### src/rtl/core/assert_macros.svh
// Assertion macros used by the strip-to-list step logic.
`ifndef ASSERT_MACROS_SVH
`define ASSERT_MACROS_SVH

`ifndef NO_ASSERTIONS

// Property that must hold at every rising clock edge out of reset.
`define STRP_ASSERT(lbl, clk, rstn, prop) \
  lbl: assert property (@(posedge clk) disable iff (!rstn) (prop)) \
    else $error("strp assertion failed");

// Condition in one cycle that implies a consequence in the next cycle.
`define STRP_ASSERT_NEXT(lbl, clk, rstn, ante, cons) \
  lbl: assert property (@(posedge clk) disable iff (!rstn) (ante) |=> (cons)) \
    else $error("strp next-cycle assertion failed");

`else

`define STRP_ASSERT(lbl, clk, rstn, prop)
`define STRP_ASSERT_NEXT(lbl, clk, rstn, ante, cons)

`endif

`endif

### src/rtl/core/strp_pkg.sv
// Types and constants of the strip-restart to triangle-list converter.
`default_nettype none

package strp_pkg;

  localparam int unsigned IdxW     = 16;
  localparam int unsigned CfgAddrW = 3;
  localparam int unsigned CfgDataW = 32;

  localparam logic [IdxW-1:0] RestartIndexReset = 16'hFFFF;

  typedef logic [IdxW-1:0] vidx_t;

  typedef enum logic [0:0] {
    REG_RESTART_INDEX = 1'b0
  } reg_idx_t;

  typedef struct packed {
    vidx_t vertex_index;
    logic  last_in_buffer;
  } in_item_t;

  typedef struct packed {
    vidx_t corner_first;
    vidx_t corner_second;
    vidx_t corner_third;
    logic  triangle_valid;
    logic  strip_error;
    logic  buffer_done;
  } out_item_t;

  typedef struct packed {
    logic take;
    logic emit;
  } step_ctl_t;

endpackage

`default_nettype wire

### src/rtl/core/strp_if.sv
// Valid/ready channel interfaces for vertex indices and triangles.
`default_nettype none

interface strp_in_if;
  import strp_pkg::*;

  logic  valid;
  logic  ready;
  vidx_t vertex_index;
  logic  last_in_buffer;

  modport source (output valid, output vertex_index, output last_in_buffer, input ready);
  modport sink   (input valid, input vertex_index, input last_in_buffer, output ready);
endinterface

interface strp_out_if;
  import strp_pkg::*;

  logic  valid;
  logic  ready;
  vidx_t corner_first;
  vidx_t corner_second;
  vidx_t corner_third;
  logic  triangle_valid;
  logic  strip_error;
  logic  buffer_done;

  modport source (
    output valid, output corner_first, output corner_second, output corner_third,
    output triangle_valid, output strip_error, output buffer_done, input ready
  );
  modport sink (
    input valid, input corner_first, input corner_second, input corner_third,
    input triangle_valid, input strip_error, input buffer_done, output ready
  );
endinterface

`default_nettype wire

### src/rtl/core/strp_in_stage.sv
// Input register stage holding one vertex-index transaction.
`default_nettype none

module strp_in_stage (
  input  wire logic               clk,
  input  wire logic               rst_n,
  strp_in_if.sink                 in_ch,
  input  wire logic               take,
  output logic                    item_valid_r,
  output strp_pkg::in_item_t      item_r
);
  import strp_pkg::*;

  assign in_ch.ready = !item_valid_r || take;

  always_ff @(posedge clk) begin
    if (!rst_n) begin
      item_valid_r <= 1'b0;
    end else if (in_ch.ready) begin
      item_valid_r <= in_ch.valid;
    end
  end

  always_ff @(posedge clk) begin
    if (in_ch.valid && in_ch.ready) begin
      item_r.vertex_index   <= in_ch.vertex_index;
      item_r.last_in_buffer <= in_ch.last_in_buffer;
    end
  end

endmodule

`default_nettype wire

### src/rtl/core/strp_step.sv
// Strip state and per-index triangle assembly logic.
`default_nettype none
`include "assert_macros.svh"

module strp_step (
  input  wire logic                clk,
  input  wire logic                rst_n,
  input  wire logic                item_valid,
  input  wire strp_pkg::in_item_t  item,
  input  wire logic                out_room,
  input  wire strp_pkg::vidx_t     restart_index,
  output strp_pkg::step_ctl_t      ctl,
  output strp_pkg::out_item_t      result
);
  import strp_pkg::*;

  vidx_t      older_r, older_nxt;
  vidx_t      newer_r, newer_nxt;
  logic [1:0] count_r, count_nxt;
  logic       odd_r, odd_nxt;
  logic       err_r, err_nxt;
  logic [1:0] count_inc;
  logic       tri_hit;
  logic       take;

  assign take      = item_valid && out_room;
  assign count_inc = (count_r == 2'd3) ? 2'd3 : count_r + 2'd1;

  always_comb begin
    older_nxt = older_r;
    newer_nxt = newer_r;
    count_nxt = count_r;
    odd_nxt   = odd_r;
    err_nxt   = err_r;
    tri_hit   = 1'b0;
    result    = '0;

    if (!err_r) begin
      if (item.vertex_index == restart_index) begin
        err_nxt   = (count_r != 2'd3);
        count_nxt = 2'd0;
        odd_nxt   = 1'b0;
      end else begin
        if (count_r[1]) begin
          tri_hit             = 1'b1;
          result.corner_first = older_r;
          if (odd_r) begin
            result.corner_second = item.vertex_index;
            result.corner_third  = newer_r;
          end else begin
            result.corner_second = newer_r;
            result.corner_third  = item.vertex_index;
          end
          odd_nxt = !odd_r;
        end
        older_nxt = newer_r;
        newer_nxt = item.vertex_index;
        count_nxt = count_inc;
        if (item.last_in_buffer && count_inc != 2'd3) begin
          err_nxt = 1'b1;
        end
      end
    end

    result.triangle_valid = tri_hit;
    result.strip_error    = err_nxt;
    result.buffer_done    = item.last_in_buffer;

    // Clear everything for the next buffer.
    if (item.last_in_buffer) begin
      older_nxt = '0;
      newer_nxt = '0;
      count_nxt = 2'd0;
      odd_nxt   = 1'b0;
      err_nxt   = 1'b0;
    end
  end

  assign ctl.take = take;
  assign ctl.emit = tri_hit || item.last_in_buffer;

  always_ff @(posedge clk) begin
    if (!rst_n) begin
      older_r <= '0;
      newer_r <= '0;
      count_r <= 2'd0;
      odd_r   <= 1'b0;
      err_r   <= 1'b0;
    end else if (take) begin
      older_r <= older_nxt;
      newer_r <= newer_nxt;
      count_r <= count_nxt;
      odd_r   <= odd_nxt;
      err_r   <= err_nxt;
    end
  end

  `STRP_ASSERT(a_no_tri_in_error, clk, rst_n, !(take && err_r && tri_hit))
  `STRP_ASSERT(a_tri_needs_two, clk, rst_n, !(take && tri_hit) || count_r[1])
  `STRP_ASSERT_NEXT(a_last_clears, clk, rst_n, take && item.last_in_buffer,
                    count_r == 2'd0 && !odd_r && !err_r)
  `STRP_ASSERT(a_odd_only_in_strip, clk, rst_n, !odd_r || count_r == 2'd3)

endmodule

`default_nettype wire

### src/rtl/core/strp_out_stage.sv
// Result register stage driving the triangle channel.
`default_nettype none

module strp_out_stage (
  input  wire logic                 clk,
  input  wire logic                 rst_n,
  input  wire strp_pkg::step_ctl_t  ctl,
  input  wire strp_pkg::out_item_t  result,
  output logic                      out_room,
  strp_out_if.source                out_ch
);
  import strp_pkg::*;

  logic      valid_r;
  out_item_t data_r;

  assign out_room = !valid_r || out_ch.ready;

  always_ff @(posedge clk) begin
    if (!rst_n) begin
      valid_r <= 1'b0;
    end else if (out_room) begin
      valid_r <= ctl.take && ctl.emit;
    end
  end

  always_ff @(posedge clk) begin
    if (out_room && ctl.take && ctl.emit) begin
      data_r <= result;
    end
  end

  assign out_ch.valid          = valid_r;
  assign out_ch.corner_first   = data_r.corner_first;
  assign out_ch.corner_second  = data_r.corner_second;
  assign out_ch.corner_third   = data_r.corner_third;
  assign out_ch.triangle_valid = data_r.triangle_valid;
  assign out_ch.strip_error    = data_r.strip_error;
  assign out_ch.buffer_done    = data_r.buffer_done;

endmodule

`default_nettype wire

### src/rtl/core/strip_restart_to_triangle_list.sv
// Top level: strip-restart index stream to triangle list converter.
//
//   channel  direction  carries
//   in_ch    sink       vertex_index, last_in_buffer
//   out_ch   source     three corners, triangle_valid, strip_error, buffer_done
//   cfg_*    APB slave  restart_index at byte address 0
//
// One index per clock unless out_ch stalls. An index passes the input register,
// combinational step logic and result register; the step logic sets the rate.
// rst_n is synchronous; restart_index resets to 0xFFFF, all strip state to zero.
// An index that yields no result still occupies a step slot.
// A stalled result register holds the step, which backs up the input register.
`default_nettype none

module strip_restart_to_triangle_list (
  input  wire logic                              clk,
  input  wire logic                              rst_n,
  strp_in_if.sink                                in_ch,
  strp_out_if.source                             out_ch,
  input  wire logic                              cfg_psel,
  input  wire logic                              cfg_penable,
  input  wire logic                              cfg_pwrite,
  input  wire logic [strp_pkg::CfgAddrW-1:0]     cfg_paddr,
  input  wire logic [strp_pkg::CfgDataW-1:0]     cfg_pwdata,
  output logic      [strp_pkg::CfgDataW-1:0]     cfg_prdata,
  output logic                                   cfg_pready
);
  import strp_pkg::*;

  vidx_t     restart_index_r;
  logic      item_valid_r;
  in_item_t  item_r;
  step_ctl_t ctl;
  out_item_t result;
  logic      out_room;
  logic      reg_sel;

  assign cfg_pready = 1'b1;
  assign reg_sel    = (reg_idx_t'(cfg_paddr[CfgAddrW-1]) == REG_RESTART_INDEX);

  always_ff @(posedge clk) begin
    if (!rst_n) begin
      restart_index_r <= RestartIndexReset;
    end else if (cfg_psel && cfg_penable && cfg_pwrite && cfg_pready && reg_sel) begin
      restart_index_r <= cfg_pwdata[IdxW-1:0];
    end
  end

  always_comb begin
    cfg_prdata = '0;
    if (reg_sel) begin
      cfg_prdata[IdxW-1:0] = restart_index_r;
    end
  end

  strp_in_stage u_in_stage (
    .clk          (clk),
    .rst_n        (rst_n),
    .in_ch        (in_ch),
    .take         (ctl.take),
    .item_valid_r (item_valid_r),
    .item_r       (item_r)
  );

  strp_step u_step (
    .clk           (clk),
    .rst_n         (rst_n),
    .item_valid    (item_valid_r),
    .item          (item_r),
    .out_room      (out_room),
    .restart_index (restart_index_r),
    .ctl           (ctl),
    .result        (result)
  );

  strp_out_stage u_out_stage (
    .clk      (clk),
    .rst_n    (rst_n),
    .ctl      (ctl),
    .result   (result),
    .out_room (out_room),
    .out_ch   (out_ch)
  );

endmodule

`default_nettype wire
### src/flat_wrapper.sv
// flat-port wrapper written by rule: the top's interface ports become plain ports
module strip_restart_to_triangle_list_flat import strp_pkg::*;
  (clk, rst_n, cfg_psel, cfg_penable, cfg_pwrite, cfg_paddr, cfg_pwdata, cfg_prdata, cfg_pready, in_ch_valid, in_ch_vertex_index, in_ch_last_in_buffer, in_ch_ready, out_ch_valid, out_ch_corner_first, out_ch_corner_second, out_ch_corner_third, out_ch_triangle_valid, out_ch_strip_error, out_ch_buffer_done, out_ch_ready);
  strp_in_if in_ch_i ();
  strp_out_if out_ch_i ();
  input  wire logic clk;
  input  wire logic rst_n;
  input  wire logic cfg_psel;
  input  wire logic cfg_penable;
  input  wire logic cfg_pwrite;
  input  wire logic [strp_pkg::CfgAddrW-1:0] cfg_paddr;
  input  wire logic [strp_pkg::CfgDataW-1:0] cfg_pwdata;
  output logic      [strp_pkg::CfgDataW-1:0] cfg_prdata;
  output logic cfg_pready;
  input wire logic [$bits(in_ch_i.valid)-1:0] in_ch_valid;
  input wire logic [$bits(in_ch_i.vertex_index)-1:0] in_ch_vertex_index;
  input wire logic [$bits(in_ch_i.last_in_buffer)-1:0] in_ch_last_in_buffer;
  output wire logic [$bits(in_ch_i.ready)-1:0] in_ch_ready;
  output wire logic [$bits(out_ch_i.valid)-1:0] out_ch_valid;
  output wire logic [$bits(out_ch_i.corner_first)-1:0] out_ch_corner_first;
  output wire logic [$bits(out_ch_i.corner_second)-1:0] out_ch_corner_second;
  output wire logic [$bits(out_ch_i.corner_third)-1:0] out_ch_corner_third;
  output wire logic [$bits(out_ch_i.triangle_valid)-1:0] out_ch_triangle_valid;
  output wire logic [$bits(out_ch_i.strip_error)-1:0] out_ch_strip_error;
  output wire logic [$bits(out_ch_i.buffer_done)-1:0] out_ch_buffer_done;
  input wire logic [$bits(out_ch_i.ready)-1:0] out_ch_ready;
  assign in_ch_i.valid = in_ch_valid;
  assign in_ch_i.vertex_index = in_ch_vertex_index;
  assign in_ch_i.last_in_buffer = in_ch_last_in_buffer;
  assign in_ch_ready = in_ch_i.ready;
  assign out_ch_valid = out_ch_i.valid;
  assign out_ch_corner_first = out_ch_i.corner_first;
  assign out_ch_corner_second = out_ch_i.corner_second;
  assign out_ch_corner_third = out_ch_i.corner_third;
  assign out_ch_triangle_valid = out_ch_i.triangle_valid;
  assign out_ch_strip_error = out_ch_i.strip_error;
  assign out_ch_buffer_done = out_ch_i.buffer_done;
  assign out_ch_i.ready = out_ch_ready;
  strip_restart_to_triangle_list u_core (.clk(clk), .rst_n(rst_n), .in_ch(in_ch_i), .out_ch(out_ch_i), .cfg_psel(cfg_psel), .cfg_penable(cfg_penable), .cfg_pwrite(cfg_pwrite), .cfg_paddr(cfg_paddr), .cfg_pwdata(cfg_pwdata), .cfg_prdata(cfg_prdata), .cfg_pready(cfg_pready));
endmodule
### config.mk
export PLATFORM = sky130hd
export DESIGN_NAME = strip_restart_to_triangle_list_flat
export DESIGN_NICKNAME = d
export VERILOG_FILES = /design/src/rtl/core/strp_pkg.sv /design/src/rtl/core/strp_if.sv /design/src/rtl/core/strp_in_stage.sv /design/src/rtl/core/strp_step.sv /design/src/rtl/core/strp_out_stage.sv /design/src/rtl/core/strip_restart_to_triangle_list.sv /design/src/flat_wrapper.sv
export VERILOG_INCLUDE_DIRS = /design/src /design/src/rtl/core
export SDC_FILE = /design/constraint.sdc
export NUM_CORES = 1
export LEC_CHECK = 0
export BUFFER_PORTS_ARGS = -buffer_cell sky130_fd_sc_hd__buf_2
export CAP_MARGIN = 0
export CORE_MARGIN = 4
export CORE_UTILIZATION = 46
export DETAILED_ROUTE_END_ITERATION = 10
export MAX_ROUTING_LAYER = met4
export PLACE_DENSITY = 0.8
export SKIP_CTS_REPAIR_TIMING = 1
export SLEW_MARGIN = 0
export SYNTH_ARGS = -nofsm -noshare
export SYNTH_HDL_FRONTEND = slang
export SYNTH_SLANG_ARGS = --single-unit
### constraint.sdc
create_clock -name clk -period 4.05 [get_ports clk]
set_input_delay 0 -clock clk [delete_from_list [all_inputs] [get_ports clk]]
set_output_delay 0 -clock clk [all_outputs]
set_load 0.02 [all_outputs]
# Word-level counts from Yosys, hierarchy flattened
# Cells that the tools add are included.
# Widths: inputs -> output; s select.
dict set report word_totals {
  elab_cells 68
  inputBits 59
  out_inout_bits 86
  reg_bits 122
}
dict set report op_classes {
  mux 23
  bitwise_logic 2
  reduce_logical 20
  addsub 1
  n_eq_ne 6
}
# op n
set ops {}
lappend ops {{$mux 16} 7}
lappend ops {{$mux 32} 1}
lappend ops {{$eq 16x16->1} 1}
lappend ops {{$mux 1} 11}
lappend ops {{$logic_and 1x1->1} 9}
lappend ops {{$mux 2} 4}
lappend ops {{$reduce_and 3->1} 2}
lappend ops {{$ne 2x1->1 const B} 2}
lappend ops {{$ne 2x2->1 const B} 2}
lappend ops {{$logic_not 1->1} 3}
lappend ops {{$logic_or 1x1->1} 3}
lappend ops {{$reduce_bool 3->1} 1}
lappend ops {{$reduce_or 3->1} 1}
lappend ops {{$add 2x1->2 const B} 1}
lappend ops {{$eq 2x2->1 const B} 1}
lappend ops {{$not 1->1} 2}
lappend ops {{$reduce_and 2->1} 1}

# Depth between registers and ports, before layout
dict set report depth {
  ltp_word 8
  mapped_depth 8
  depth_no_buf 6
}

# By module
# A second synthesis with hierarchy kept.
dict set report hier_totals {
  hier_cells 396
  hier_area_um2 5158.7
}
# mod cells_per_inst area_each_um2 seq_area_each_um2 instances
set by_module_without_submodules {}
lappend by_module_without_submodules {strp_step 212 2006.9 720.7 1}
lappend by_module_without_submodules {strp_out_stage 56 1596.5 1551.5 1}
lappend by_module_without_submodules {strip_restart_to_triangle_list 106 987.2 320.3 1}
lappend by_module_without_submodules {strp_in_stage 22 568.0 530.5 1}

# Least setup slack after synthesis
# OpenSTA, ideal clock, no wires.
dict set report synth_timing {
  path_type {flip-flop to flip-flop}
  from {register, netlist name u_core.u_in_stage.item_r[3]}
  to {register u_core.u_out_stage.data_r, in the netlist u_core.u_out_stage.out_ch.buffer_done (enable)}
  path_stages_with_launch 7
  period_less_slack_ps 4138
  setup_ps 476
  path_buffers 1
  required_ps 3574
  arrival_ps 3662
  path_slack_ps -88
  path_cell_list {edfxtp_1 xnor2_1 nand4_1 nor4_4 or2_1 buf_4 a21oi_1}
}
dict set report synth_via {
  elab_chain_cells 5
}
# element line
set synth_rtl {}
lappend synth_rtl {{$eq 16x16->1} strp_step.sv:39} ;# if (item.vertex_index == restart_index) begin
lappend synth_rtl {{$mux 1} strp_step.sv:39}
lappend synth_rtl {{$mux 1} strp_step.sv:38} ;# if (!err_r) begin
lappend synth_rtl {{$logic_or 1x1->1} strp_step.sv:80} ;# assign ctl.emit = tri_hit || item.last_in_buffer;
lappend synth_rtl {{$logic_and 1x1->1} strp_out_stage.sv:28} ;# if (out_room && ctl.take && ctl.emit) begin
lappend synth_rtl {{end signal: assignment} strp_out_stage.sv:29} ;# data_r <= result;
lappend synth_rtl {{end: declaration} strp_out_stage.sv:15} ;# out_item_t data_r;
# Every way passes these cells.
# A chain may end at the register's enable or synchronous reset.

# Final worst setup path
dict set report layout_timing {
  from {register, netlist name u_core.u_in_stage.item_r[11]}
  to {register u_core.u_out_stage.data_r, in the netlist u_core.u_out_stage.out_ch.corner_first[15] (data pin)}
}
dict set report layout_via {
  elab_chain_cells 2
}
# element line
set layout_rtl {}
lappend layout_rtl {{$eq 16x16->1} strp_step.sv:39}
lappend layout_rtl {{$reduce_or 3->1 (no line)} n/a}
# Every way passes these cells.

==> impl_metrics.ini <==
[run_status]
run_status = finished with violations
violations = hold timing

[yosys]
synth_edf_count = 68
syn-mean-instance-area_um2 = 12.3
async_flop_share = 0
ys_seq_area_frac = 0.638
synth_ff_type = edfxtp_1
ys_warn_count = 0
synth_area_mm2 = 0.00489
synth-seq-cells = 122
ys_types = 33
postSynthCellCount = 399

[critical_path]
worstSetupStartpointType = register
critPathRequiredTime_ns = 4.30
endpoint_kind = register
path_class = reg -> reg
crit_fanout = 24
cp.arrival_ns = 3.12

[routing]
via_per_inst = 4.96
routedWlPerCell_um = 15.5
drc = 0
ant_nets = 0
first_pass_iters = 4
wirelength_um = 11000
vias = 3520
drtIter0Drc = 176

[pwr]
p_int_mw = 2.26
ir_drop_mv = 0.202
p_per_area_mw_per_mm2 = 453
p_leak_nw = 2.52
p_seq_frac = 0.462
p_sw_frac = 0.240
clockPowerShare = 0.464
switchingPower_mw = 0.714
p_comb_frac = 0.074

[floorplanning]
core-area_mm2 = 0.0103
ios = 145
die_x_um = 111
die_h_um = 111
die_area_mm2 = 0.0124
core.rowCount = 37
start_util = 0.474

[timing]
slew_headroom = 0.314
worst_pin_slew_ns = 1.03
rsz0062_at_grt = false
drv_slew = 0
fmax_mhz = 348
finalCritPeriodShare = 0.709
layout_setup_ws_ns = 1.18
clock-skew-final_ns = 0.00931
setup-tns-final_ns = 0
hold_ws_ns = -0.00271
fin_crit_ns = 2.87
hold_viol = 2
setup_viol = 0

[clocking]
cts_tree = done
clockBufferDepth = 2
cts_buffers = 17
htreeDepth = 4
clk_latency_ns = 0.50
cts.sinks = 122
clk_pin_slew_worst_paths_ns = 0.06
root_buffer = clkbuf_8

[cells_and_area]
layout.nets = 619
multi_input_area_mm2 = 0.00160
final_area_mm2 = 0.00657
syn_to_final_growth_pct = 34.2
diodes = 0
final_util = 0.636
drive_above_1_share = 0.260
seqCellArea_mm2 = 0.00312
filler_cell_count = 760

[placement]
placed_cell_area_mm2 = 0.00548
globalplace.congestion = 0.792
hpwl_um = 7090
portBuffers = 109
pre_cts_ws_ns = 1.14

[global_route]
grt-ovfl-total = 0
grt_usage = 0.173
grt_pass1_vias = 3215
grt_first_pass_wirelength_um = 16500
grt_start_max_net_pins = 52
antenna_found_initial = 0

[job]
maxCapViolations = 0

[worst_hold_path]
min_path_type = in -> reg
registers in the layout, indices dropped and copies added, names as in the netlist:
register	count
u_core.u_out_stage.out_ch.strip_error	1
u_core.u_step.count_r	2
u_core.u_in_stage.item_valid_r	1
u_core.u_step.odd_r	1
u_core.u_out_stage.out_ch.triangle_valid	1
u_core.u_in_stage.item_r	17
u_core.u_out_stage.out_ch.buffer_done	1
u_core.u_step.err_r	1
u_core.u_step.newer_r	16
u_core.restart_index_r	16
u_core.u_out_stage.out_ch.corner_first	16
u_core.u_step.older_r	16
u_core.u_out_stage.out_ch.corner_third	16
u_core.u_out_stage.out_ch.corner_second	16
u_core.u_out_stage.out_ch.valid	1
worst paths after layout:
path | startpoint | to | slack [ns] | depth (start not counted)
setup / recovery | u_core.u_in_stage.item_r[11] | u_core.u_out_stage.out_ch.corner_first[15] | 1.18 | 7
hold / removal | rst_n | u_core.u_in_stage.item_valid_r | -0.003 | 3
setup reg to reg | u_core.u_in_stage.item_r[11] | u_core.u_out_stage.out_ch.corner_first[15] | 1.18 | 7
hold reg to reg | u_core.u_step.older_r[14] | u_core.u_step.older_r[14] | 0.47 | 1
through the flow:
stage          hold slack (ns)  power, mW  std cells
3_5_place_dp             0.178       1.58        624
3_3_place_gp             0.178       1.58        624
2_1_floorplan           0.0781       1.53        414
6_report              -0.00271       2.97        709
4_1_cts                 -0.358       2.96        656
5_1_grt                 0.0105       3.09        709
per-layer routing:
metal	track usage	vias up	wire length, um
met3	0.0480	21	645
met2	0.265	124	5400
li1	-	1709	-
met4	0.0697	0	222
met5	-	-	0
met1	0.218	1666	4700
power groups by stage:
stage	clock network [mW]	logic (mW)	registers [mW]
finish	1.38	0.219	1.38
detailed placement	0	0.182	1.40
floorplan	0	0.116	1.41
global placement	0	0.179	1.40
global route	1.47	0.238	1.38
CTS	1.40	0.183	1.37
placed cells by master, fill, tap and decap left out, types with 17 or more instances in the layout:
| cell | count |
|---|---|
| dfxtp_1 | 53 |
| nand2_1 | 39 |
| edfxtp_1 | 68 |
| nor2b_1 | 17 |
| nor2_1 | 34 |
| buf_2 | 109 |
| a22o_1 | 33 |
| mux2i_1 | 32 |
| and2_1 | 18 |
| dlygate4sd3_1 | 53 |
| conb_1 | 17 |
synth_stat cells, types with 6 or more instances:
cell | number | share of area
buf_2 | 9 | 0.0092
dfxtp_1 | 54 | 0.22
nand2_1 | 39 | 0.030
xnor2_1 | 16 | 0.029
edfxtp_1 | 68 | 0.42
buf_4 | 18 | 0.028
a22o_1 | 33 | 0.059
clkbuf_1 | 9 | 0.0069
and2_1 | 18 | 0.023
nor2_1 | 34 | 0.026
nand3_1 | 16 | 0.016
a21oi_1 | 6 | 0.0061
mux2i_1 | 32 | 0.065
nor2b_1 | 17 | 0.022
critical path: stages, from the launching register on:
cell,delay [ns]
edfxtp_1,0.47
xnor2_1,0.20
nand4_1,0.16
nor4_4,0.52
or2_1,0.51
buf_4,0.37
inv_2,0.17
and2_1,0.20
layout make-up:
type                       instances  share of cell area
sequential                       122               0.476
clock inverter                    15              0.0215
tap                              136              0.0259
multi-input combinational        250               0.244
clock buffer                      17              0.0631
inverter                           4             0.00229
timing repair buffer             165               0.167
cell families after synthesis:
kind of cell | Yosys count | synth area share
AO/OA/AOI/OAI | 47 | 0.0762
XOR/XNOR | 16 | 0.0286
buffers and inverters | 42 | 0.0499
flip-flops | 122 | 0.638
multiplexers | 32 | 0.0655
other | 2 | 0.00153
AND/OR/NAND/NOR | 138 | 0.140
No activity file was read; power rests on OpenSTA's default activity.
